[config.mk]
export PLATFORM = sky130hd
export DESIGN_NAME = byte_size_string_parser_top
export DESIGN_NICKNAME = d
export VERILOG_FILES = /design/src/hdl/bssp_pkg.sv /design/src/hdl/bssp_accum.sv /design/src/hdl/bssp_scale.sv /design/src/hdl/byte_size_string_parser_top.sv
export SDC_FILE = /design/constraint.sdc
export NUM_CORES = 2
export LEC_CHECK = 0
export BUFFER_PORTS_ARGS = -buffer_cell sky130_fd_sc_hd__buf_2
export CAP_MARGIN = 20
export CORE_MARGIN = 2
export CORE_UTILIZATION = 60
export DETAILED_ROUTE_END_ITERATION = 8
export PLACE_DENSITY = 0.83
export SYNTH_ARGS = -nofsm -noshare
export SYNTH_HDL_FRONTEND = slang
export SYNTH_SLANG_ARGS = --single-unit
[constraint.sdc]
create_clock -name clk_i -period 4.25 [get_ports clk_i]
set_input_delay 0.6375 -clock clk_i [delete_from_list [all_inputs] [get_ports clk_i]]
set_output_delay 0.6375 -clock clk_i [all_outputs]
set_load 0.005 [all_outputs]
[src/hdl/bssp_pkg.sv]
package bssp_pkg;

  // Suffix storage
  localparam int unsigned MAX_SUFFIX_CHARS = 3;
  localparam int unsigned SFX_IDX_W = $clog2(MAX_SUFFIX_CHARS);
  localparam int unsigned SFX_LEN_W = $clog2(MAX_SUFFIX_CHARS + 2);

  // Value range
  localparam int unsigned VALUE_W = 63;
  localparam logic [VALUE_W-1:0] VALUE_MAX = {VALUE_W{1'b1}};

  // Scaling: every unit is a power of 1000 or of 1024, up to the fourth
  localparam int unsigned NUM_SCALE_STAGES = 4;
  localparam int unsigned STEPS_W = 3;
  localparam int unsigned SCALE_SHIFT = 10;

  // Lower-case characters of the unit names
  localparam logic [7:0] CHAR_B = 8'h62;
  localparam logic [7:0] CHAR_I = 8'h69;
  localparam logic [7:0] CHAR_K = 8'h6B;
  localparam logic [7:0] CHAR_M = 8'h6D;
  localparam logic [7:0] CHAR_G = 8'h67;
  localparam logic [7:0] CHAR_T = 8'h74;

  typedef enum logic [1:0] {
    ST_OK       = 2'd0,
    ST_PUNCT    = 2'd1,
    ST_UNIT     = 2'd2,
    ST_OVERFLOW = 2'd3
  } status_e;

  typedef struct packed {
    logic [7:0] char_code;
    logic       is_last;
  } in_item_t;

  typedef struct packed {
    logic [VALUE_W-1:0] byte_count;
    status_e            status;
  } out_item_t;

  // One parsed string on its way through the scaling stages
  typedef struct packed {
    logic [VALUE_W-1:0] value;
    logic               overflow;
    logic               punct;
    logic               unit_bad;
    logic [STEPS_W-1:0] steps;
    logic               binary;
  } job_t;

  // Apply status priority and zero the count on any error
  function automatic out_item_t to_result(input job_t job);
    out_item_t res;
    res.byte_count = '0;
    if (job.punct) begin
      res.status = ST_PUNCT;
    end else if (job.unit_bad) begin
      res.status = ST_UNIT;
    end else if (job.overflow) begin
      res.status = ST_OVERFLOW;
    end else begin
      res.status = ST_OK;
      res.byte_count = job.value;
    end
    return res;
  endfunction

endpackage

[src/hdl/bssp_accum.sv]
module bssp_accum (
  input  logic               clk_i,
  input  logic               rst_ni,
  input  logic               in_valid_i,
  output logic               in_ready_o,
  input  bssp_pkg::in_item_t in_data_i,
  output logic               job_valid_o,
  input  logic               job_ready_i,
  output bssp_pkg::job_t     job_o
);

  logic [bssp_pkg::VALUE_W-1:0]   val_q, val_d;
  logic                           in_sfx_q, in_sfx_d;
  logic [7:0]                     chars_q [bssp_pkg::MAX_SUFFIX_CHARS];
  logic [7:0]                     chars_d [bssp_pkg::MAX_SUFFIX_CHARS];
  logic [bssp_pkg::SFX_LEN_W-1:0] len_q, len_d;
  logic                           punct_q, punct_d;
  logic                           ovf_q, ovf_d;
  logic                           job_valid_q;
  bssp_pkg::job_t                 job_q, job_d;
  logic                           accept;
  logic [bssp_pkg::VALUE_W+3:0]   wide;

  function automatic logic is_punct(input logic [7:0] c);
    return (c >= 8'h21 && c <= 8'h2F) || (c >= 8'h3A && c <= 8'h40) ||
           (c >= 8'h5B && c <= 8'h60) || (c >= 8'h7B && c <= 8'h7E);
  endfunction

  function automatic logic [7:0] to_lower(input logic [7:0] c);
    return (c >= 8'h41 && c <= 8'h5A) ? c + 8'h20 : c;
  endfunction

  // Decimal prefix letter to number of scaling steps; zero means no match
  function automatic logic [bssp_pkg::STEPS_W-1:0] prefix_steps(input logic [7:0] c);
    logic [bssp_pkg::STEPS_W-1:0] s;
    case (c)
      bssp_pkg::CHAR_K: s = bssp_pkg::STEPS_W'(1);
      bssp_pkg::CHAR_M: s = bssp_pkg::STEPS_W'(2);
      bssp_pkg::CHAR_G: s = bssp_pkg::STEPS_W'(3);
      bssp_pkg::CHAR_T: s = bssp_pkg::STEPS_W'(4);
      default:          s = '0;
    endcase
    return s;
  endfunction

  assign accept      = in_valid_i && in_ready_o;
  assign in_ready_o  = !job_valid_q || job_ready_i;
  assign job_valid_o = job_valid_q;
  assign job_o       = job_q;

  // Fold the character into the running state
  always_comb begin
    logic [7:0]                   c;
    logic [7:0]                   lc0, lc1, lc2;
    logic [bssp_pkg::STEPS_W-1:0] ps;
    c        = in_data_i.char_code;
    val_d    = val_q;
    in_sfx_d = in_sfx_q;
    chars_d  = chars_q;
    len_d    = len_q;
    ovf_d    = ovf_q;
    punct_d  = punct_q | is_punct(c);
    wide     = ({4'b0, val_q} << 3) + ({4'b0, val_q} << 1) +
               (bssp_pkg::VALUE_W + 4)'(c[3:0]);

    if (!in_sfx_q && c >= 8'h30 && c <= 8'h39) begin
      if (|wide[bssp_pkg::VALUE_W+3:bssp_pkg::VALUE_W]) begin
        val_d = bssp_pkg::VALUE_MAX;
        ovf_d = 1'b1;
      end else begin
        val_d = wide[bssp_pkg::VALUE_W-1:0];
      end
    end else begin
      in_sfx_d = 1'b1;
      if (len_q < bssp_pkg::SFX_LEN_W'(bssp_pkg::MAX_SUFFIX_CHARS)) begin
        chars_d[len_q[bssp_pkg::SFX_IDX_W-1:0]] = c;
      end
      if (len_q <= bssp_pkg::SFX_LEN_W'(bssp_pkg::MAX_SUFFIX_CHARS)) begin
        len_d = len_q + 1'b1;
      end
    end

    // Match the suffix as it stands after this character
    lc0 = to_lower(chars_d[0]);
    lc1 = to_lower(chars_d[1]);
    lc2 = to_lower(chars_d[2]);
    ps  = prefix_steps(lc0);

    job_d.value    = val_d;
    job_d.overflow = ovf_d;
    job_d.punct    = punct_d;
    job_d.unit_bad = 1'b1;
    job_d.steps    = '0;
    job_d.binary   = 1'b0;
    if (len_d == bssp_pkg::SFX_LEN_W'(0)) begin
      job_d.unit_bad = 1'b0;
    end else if (len_d == bssp_pkg::SFX_LEN_W'(1)) begin
      job_d.unit_bad = (lc0 != bssp_pkg::CHAR_B);
    end else if (len_d == bssp_pkg::SFX_LEN_W'(2)) begin
      job_d.unit_bad = (ps == '0) || (lc1 != bssp_pkg::CHAR_B);
      job_d.steps    = ps;
    end else if (len_d == bssp_pkg::SFX_LEN_W'(3)) begin
      job_d.unit_bad = (ps == '0) || (lc1 != bssp_pkg::CHAR_I) ||
                       (lc2 != bssp_pkg::CHAR_B);
      job_d.steps    = ps;
      job_d.binary   = 1'b1;
    end
  end

  // Hold string state; clear it after the last character
  always_ff @(posedge clk_i or negedge rst_ni) begin
    if (!rst_ni) begin
      val_q    <= '0;
      in_sfx_q <= 1'b0;
      len_q    <= '0;
      punct_q  <= 1'b0;
      ovf_q    <= 1'b0;
      for (int i = 0; i < bssp_pkg::MAX_SUFFIX_CHARS; i++) begin
        chars_q[i] <= '0;
      end
    end else if (accept) begin
      if (in_data_i.is_last) begin
        val_q    <= '0;
        in_sfx_q <= 1'b0;
        len_q    <= '0;
        punct_q  <= 1'b0;
        ovf_q    <= 1'b0;
        for (int i = 0; i < bssp_pkg::MAX_SUFFIX_CHARS; i++) begin
          chars_q[i] <= '0;
        end
      end else begin
        val_q    <= val_d;
        in_sfx_q <= in_sfx_d;
        len_q    <= len_d;
        punct_q  <= punct_d;
        ovf_q    <= ovf_d;
        chars_q  <= chars_d;
      end
    end
  end

  // Launch a job on the last character
  always_ff @(posedge clk_i or negedge rst_ni) begin
    if (!rst_ni) begin
      job_valid_q <= 1'b0;
    end else if (accept && in_data_i.is_last) begin
      job_valid_q <= 1'b1;
    end else if (job_ready_i) begin
      job_valid_q <= 1'b0;
    end
  end

  always_ff @(posedge clk_i) begin
    if (accept && in_data_i.is_last) begin
      job_q <= job_d;
    end
  end

endmodule

[src/hdl/bssp_scale.sv]
module bssp_scale (
  input  logic           clk_i,
  input  logic           rst_ni,
  input  logic           in_valid_i,
  output logic           in_ready_o,
  input  bssp_pkg::job_t in_job_i,
  output logic           out_valid_o,
  input  logic           out_ready_i,
  output bssp_pkg::job_t out_job_o
);

  localparam int unsigned ProdW = bssp_pkg::VALUE_W + bssp_pkg::SCALE_SHIFT;

  logic           valid_q;
  bssp_pkg::job_t job_q, job_d;
  logic [ProdW-1:0] ext;
  logic [ProdW-1:0] prod;

  assign in_ready_o  = !valid_q || out_ready_i;
  assign out_valid_o = valid_q;
  assign out_job_o   = job_q;

  // Multiply by 1024 or by 1000 (1024 - 16 - 8) and flag a carry past 63 bits
  always_comb begin
    ext   = {{bssp_pkg::SCALE_SHIFT{1'b0}}, in_job_i.value};
    job_d = in_job_i;
    if (in_job_i.binary) begin
      prod = ext << bssp_pkg::SCALE_SHIFT;
    end else begin
      prod = (ext << bssp_pkg::SCALE_SHIFT) - (ext << 4) - (ext << 3);
    end
    if (in_job_i.steps != '0 && !in_job_i.overflow) begin
      job_d.steps = in_job_i.steps - 1'b1;
      if (|prod[ProdW-1:bssp_pkg::VALUE_W]) begin
        job_d.overflow = 1'b1;
        job_d.value    = bssp_pkg::VALUE_MAX;
      end else begin
        job_d.value = prod[bssp_pkg::VALUE_W-1:0];
      end
    end
  end

  always_ff @(posedge clk_i or negedge rst_ni) begin
    if (!rst_ni) begin
      valid_q <= 1'b0;
    end else if (in_ready_o) begin
      valid_q <= in_valid_i;
    end
  end

  always_ff @(posedge clk_i) begin
    if (in_valid_i && in_ready_o) begin
      job_q <= job_d;
    end
  end

endmodule

[src/hdl/byte_size_string_parser_top.sv]
// A result passes through the match register, then four x1000/x1024 scaling
// stages, before it is offered.
// Throughput: one character per cycle while the output is not stalled;
// results stream back to back.
// Characters other than the last produce no result.
// Reset (rst_ni low, asynchronous) clears the string state and all stages.
module byte_size_string_parser_top (
  input  logic                clk_i,
  input  logic                rst_ni,
  input  logic                in_valid_i,
  output logic                in_ready_o,
  input  bssp_pkg::in_item_t  in_data_i,
  output logic                out_valid_o,
  input  logic                out_ready_i,
  output bssp_pkg::out_item_t out_data_o
);

  localparam int unsigned NumSt = bssp_pkg::NUM_SCALE_STAGES;

  logic           valid [NumSt+1];
  logic           ready [NumSt+1];
  bssp_pkg::job_t job   [NumSt+1];

  // Accumulate digits and suffix, match the unit
  bssp_accum u_accum (
    .clk_i       (clk_i),
    .rst_ni      (rst_ni),
    .in_valid_i  (in_valid_i),
    .in_ready_o  (in_ready_o),
    .in_data_i   (in_data_i),
    .job_valid_o (valid[0]),
    .job_ready_i (ready[0]),
    .job_o       (job[0])
  );

  // Scale by the unit factor, one step of 1000 or 1024 per stage
  for (genvar s = 0; s < NumSt; s++) begin : g_scale
    bssp_scale u_scale (
      .clk_i       (clk_i),
      .rst_ni      (rst_ni),
      .in_valid_i  (valid[s]),
      .in_ready_o  (ready[s]),
      .in_job_i    (job[s]),
      .out_valid_o (valid[s+1]),
      .out_ready_i (ready[s+1]),
      .out_job_o   (job[s+1])
    );
  end

  // Last stage holds the result for transfer
  assign ready[NumSt] = out_ready_i;
  assign out_valid_o  = valid[NumSt];
  assign out_data_o   = bssp_pkg::to_result(job[NumSt]);

endmodule

==> flow_summary.json, run 1 <==
{
  "run_status": "aborted with a tool error",
  "last-stage-reached": "5_1_grt",
  "error_msg": "[ERROR GRT-0232] Routing congestion too high. Check the congestion heatmap in the GUI.",
  "muxShareOfSynthArea": 0.00662,
  "grt-ovfl-total": 19,
  "initial_utilization": 0.607,
  "max-clock-path-buffers": 3,
  "cts.sinks": 444,
  "grt_use_total": 0.626,
  "worst_endpoint_kind": "sequential cell input",
  "synth_fa_ha_area_frac": 0.202,
  "synth_top_flop_cell": "sky130_fd_sc_hd__edfxtp_1",
  "post_synth_most_frequent_cells": "sky130_fd_sc_hd__o21ai_0 (660), sky130_fd_sc_hd__nand2_1 (618), sky130_fd_sc_hd__a21oi_1 (519)",
  "cts_htree_levels": 2,
  "synthArstFlopShare": 0.221,
  "synth_top_family_by_area": "compound AO/OA/AOI/OAI gates",
  "yosysUniqueCellTypes": 92,
  "synthSimpleGateAreaFrac": 0.160,
  "synth_compound_area_frac": 0.266,
  "grt-worst-endpoint": "g_scale[3].u_scale.out_job_o[55]$_DFFE_PP_/D",
  "yosysWarnings": 0,
  "place.gp.congestion": 1.03,
  "synth.most_common_cell": "sky130_fd_sc_hd__o21ai_0",
  "port_buffers": 79,
  "synthesis.area_per_instance_um2": 8.31,
  "syn-num-nets": 6688,
  "die-width_um": 292,
  "placement.cell_area_mm2": 0.0620,
  "die_height_um": 292,
  "post_synth_inst_count": 6004,
  "yosysTopAreaCell": "sky130_fd_sc_hd__edfxtp_1",
  "ys_top_cells_by_area": "sky130_fd_sc_hd__edfxtp_1 (21%), sky130_fd_sc_hd__ha_1 (11%), sky130_fd_sc_hd__fa_1 (9.1%), sky130_fd_sc_hd__o21ai_0 (6.6%), sky130_fd_sc_hd__a21oi_1 (5.2%)",
  "synth_top_area_share": 0.208,
  "syn-cell-area_mm2": 0.0499,
  "synth_enable_flop_cells": 346,
  "rows": 105,
  "ys_seq_elements": 444,
  "xor_and_xnor_fraction_of_the_mapped_netlist_area": 0.0535,
  "top_level_ports": 80,
  "clock-root-buffer": "sky130_fd_sc_hd__clkbuf_16",
  "cts_buffer_count": 53,
  "placedCellCount": 8353,
  "hpwl_um": 142000,
  "grt_start_max_net_pins": 112,
  "ys_seq_area_frac": 0.257
}
## metrics by stage
step	setup TNS (ns)	setup slack [ns]	utilization
4_1_cts	-55.79	-0.410	0.827
3_5_place_dp	-208.98	-0.884	0.754
3_3_place_gp	-183.76	-0.861	0.754
2_1_floorplan	0	0.000532	-
## kinds of logic after synthesis
| kind of cell | after synthesis |
|---|---|
| multiplexers | 32 |
| AND/OR/NAND/NOR | 1726 |
| AO/OA/AOI/OAI | 2128 |
| buffers and inverters | 698 |
| flip-flops | 444 |
| adder cells (fa/ha/maj) | 671 |
| XOR/XNOR | 305 |
## timing repair
item / 4_1_cts
endpoints found under the setup margin: 366
pin swaps: 248
setup buffers: 118
hold buffers: 1
hold endpoints to repair: 7
resized for setup: 640
cloned: 26
## layer usage
metal | GRT overflow | track usage
met4 | 8 | 0.626
met1 | 0 | 0.628
met2 | 10 | 0.887
met5 | 0 | 0.120
met3 | 1 | 0.351
==> run 2: changes to the inputs <==
--- a/config.mk
+++ b/config.mk
@@ -8,9 +8,9 @@
 export BUFFER_PORTS_ARGS = -buffer_cell sky130_fd_sc_hd__buf_2
 export CAP_MARGIN = 20
 export CORE_MARGIN = 2
-export CORE_UTILIZATION = 60
+export CORE_UTILIZATION = 40
 export DETAILED_ROUTE_END_ITERATION = 8
-export PLACE_DENSITY = 0.83
+export PLACE_DENSITY_LB_ADDON = 0.15
 export SYNTH_ARGS = -nofsm -noshare
 export SYNTH_HDL_FRONTEND = slang
 export SYNTH_SLANG_ARGS = --single-unit
==> constraint.sdc (replaced) <==
create_clock -name clk_i -period 5.5 [get_ports clk_i]
set_input_delay 0.825 -clock clk_i [delete_from_list [all_inputs] [get_ports clk_i]]
set_output_delay 0.825 -clock clk_i [all_outputs]
set_load 0.005 [all_outputs]
==> flow_summary.json, run 2 <==
{
  "grt_use_total": 0.255,
  "min-delay-path-class": "input port to async pin",
  "insertedDiodeCount": 0,
  "rows": 129,
  "synthArstFlopShare": 0.221,
  "final-setup-viol-count": 0,
  "clock_insertion_delay_at_the_later_pin_of_the_skew_report_ns": 0.67,
  "most-common-layout-cells": "sky130_fd_sc_hd__o21ai_0 (660), sky130_fd_sc_hd__nand2_1 (618), sky130_fd_sc_hd__a21oi_1 (519)",
  "fin_nets": 6640,
  "grt_start_max_net_pins": 123,
  "synth_enable_flop_cells": 346,
  "die_area_mm2": 0.128,
  "slew_headroom": 0.300,
  "max-clock-path-buffers": 3,
  "detail_route.vias_per_cell": 5.91,
  "syn-cell-area_mm2": 0.0499,
  "die_height_um": 357,
  "clock-root-buffer": "sky130_fd_sc_hd__clkbuf_16",
  "regArea_mm2": 0.0128,
  "ant_nets": 0,
  "initial_utilization": 0.403,
  "start_kind": "flop",
  "synth_top_area_share": 0.208,
  "cts.sinks": 444,
  "clock_skews_ns": 0.0236,
  "cts_post_setup_buffers_inserted": 0,
  "antenna_found_initial": 0,
  "timing.final.crit_share": 0.970,
  "cts.hold.buffers_added": 0,
  "crit_fanout": 63,
  "tightestPinTransition_ns": 1.05,
  "ys_top_cells_by_area": "sky130_fd_sc_hd__edfxtp_1 (21%), sky130_fd_sc_hd__ha_1 (11%), sky130_fd_sc_hd__fa_1 (9.1%), sky130_fd_sc_hd__o21ai_0 (6.6%), sky130_fd_sc_hd__a21oi_1 (5.2%)",
  "ys_seq_elements": 444,
  "yosysWarnings": 0,
  "synthesis.area_per_instance_um2": 8.31,
  "cts_htree_levels": 2,
  "num_vias": 45100,
  "share_of_layout_cells_above_drive_strength_1": 0.0657,
  "top_level_ports": 80,
  "fmax_mhz": 188,
  "syn-num-nets": 6688,
  "mostFrequentLayoutCell": "sky130_fd_sc_hd__o21ai_0",
  "grt-ovfl-total": 0,
  "crit_required_ns": 5.87,
  "cts-resized-gates": 0,
  "fin_tns_setup_ns": 0,
  "design.core.area_mm2": 0.124,
  "synth_top_flop_cell": "sky130_fd_sc_hd__edfxtp_1",
  "crit_path_end_kind": "flop",
  "drt-pass1-iter-count": 8,
  "hpwl_um": 131000,
  "post_synth_inst_count": 6004,
  "pwr_density_cell_mw_per_mm2": 240,
  "maxCapViolations": 0,
  "first_global_vias": 45000,
  "reg2reg_setup_slack_ns": 0.17,
  "port_buffers": 79,
  "first_iter_violations": 3419,
  "largest_register_ffs": 276,
  "hold_violations": 0,
  "timing_max_transition_violations_final": 0,
  "multi_input_comb_area_mm2": 0.0344,
  "detail_route.drc_violations": 20,
  "yosysUniqueCellTypes": 92,
  "setup_repair_after_global_routing_missed_its_margin": "no",
  "layout_min_cycle_time_ns": 5.33,
  "grt_pass1_wl_um": 257000,
  "worst_path_class_setup": "flop to flop",
  "final.hold.worst_slack_ns": 0.196,
  "p_leak_nw": 22.2,
  "nFillCells": 12500,
  "post-layout-total-power_mw": 13.0,
  "run_status": "finished with violations",
  "worstPathArrival_ns": 5.70,
  "post_synth_most_frequent_cells": "sky130_fd_sc_hd__o21ai_0 (660), sky130_fd_sc_hd__nand2_1 (618), sky130_fd_sc_hd__a21oi_1 (519)",
  "area_delta_synth_final_pct": 8.33,
  "yosysTopAreaCell": "sky130_fd_sc_hd__edfxtp_1",
  "clkTransAtPathRegs_ns": 0.06,
  "synth.most_common_cell": "sky130_fd_sc_hd__o21ai_0",
  "cts_tree": "yes",
  "ys_seq_area_frac": 0.257,
  "die-width_um": 357,
  "place.gp.congestion": 0.954,
  "violations_in_the_final_reports": "design-rule violations",
  "wirelength_um": 165000,
  "cts_buffer_count": 54,
  "max-vdd-ir-drop_mv": 0.222,
  "avgRoutedWirePerCell_um": 21.6
}
[run 2: cell counts after synthesis]
Identical to the previous run, type by type.
[run 2: area by class of cell]
| class | instances | share of cell area |
|---|---|---|
| flip-flops and latches | 444 | 0.238 |
| well taps | 1637 | 0.0379 |
| multi-input cells | 4862 | 0.636 |
| clock buffers | 71 | 0.0268 |
| clock inverters | 26 | 0.00458 |
| repair buffers | 242 | 0.0323 |
| inverters | 352 | 0.0244 |
[run 2: path summary, 6_finish.rpt]
kind,startpoint,end,depth (start not counted)
max,g_scale[2].u_scale.out_job_o[7],g_scale[3].u_scale.out_job_o[18],14
min,rst_ni,g_scale[3].u_scale.out_valid_o,1
max reg2reg,g_scale[2].u_scale.out_job_o[7],g_scale[3].u_scale.out_job_o[18],14
min reg2reg,g_scale[2].u_scale.out_job_o[4],g_scale[3].u_scale.out_job_o[4],0
max in group asynchronous,rst_ni,u_accum.val_q[4],2
min in group clk_i,g_scale[2].u_scale.out_job_o[4],g_scale[3].u_scale.out_job_o[4],0
[run 2: metrics by stage]
stage	instances	cell area, um2	worst slack (ns)	utilization
global placement	7537	52300	0.0269	0.423
finish	7634	54000	0.167	0.437
CTS	7634	54000	0.0735	0.437
detailed placement	7537	52300	0.0972	0.423
global route	7634	54000	0.0189	0.437
floorplan	6004	49900	0.871	-
[run 2: cell families after synthesis]
kind of cell               after synthesis  synth area share
AOI/OAI and AO/OA                     2128             0.266
and+or+nand+nor                       1726             0.160
buffers and inverters                  698            0.0548
adders and majority gates              671             0.202
DFF                                    444             0.257
xor gates and xnor gates               305            0.0535
muxes                                   32           0.00662
[run 2: critical path: stages, from the launching register on]
cell and delay [ns]:
sky130_fd_sc_hd__edfxtp_1 0.63, sky130_fd_sc_hd__fa_1 0.55, sky130_fd_sc_hd__ha_1 0.40, sky130_fd_sc_hd__a21oi_1 0.22
sky130_fd_sc_hd__o21ai_0 0.18, sky130_fd_sc_hd__a211oi_1 0.60, sky130_fd_sc_hd__o211ai_1 0.38, sky130_fd_sc_hd__o31ai_1 0.32
sky130_fd_sc_hd__buf_4 0.19, sky130_fd_sc_hd__nand3_1 0.21, sky130_fd_sc_hd__a41oi_1 0.31, sky130_fd_sc_hd__nand4_1 0.18
sky130_fd_sc_hd__a311oi_4 0.32, sky130_fd_sc_hd__buf_12 0.29, sky130_fd_sc_hd__a31oi_1 0.16
[run 2: power breakdown]
group,leakage [nW],total (mW),internal (mW),switching [mW]
clock network,0.830,3.49,2.03,1.47
logic,16.8,5.35,1.99,3.37
registers,4.55,4.13,3.86,0.261
total,22.2,13.0,7.88,5.09
[run 2: layer usage]
layer	wire [um]	GRT usage
met5	0	0
met3	6410	0.0181
met1	71000	0.326
met2	80100	0.447
met4	7310	0.105
No activity file was read; power rests on OpenSTA's default activity.
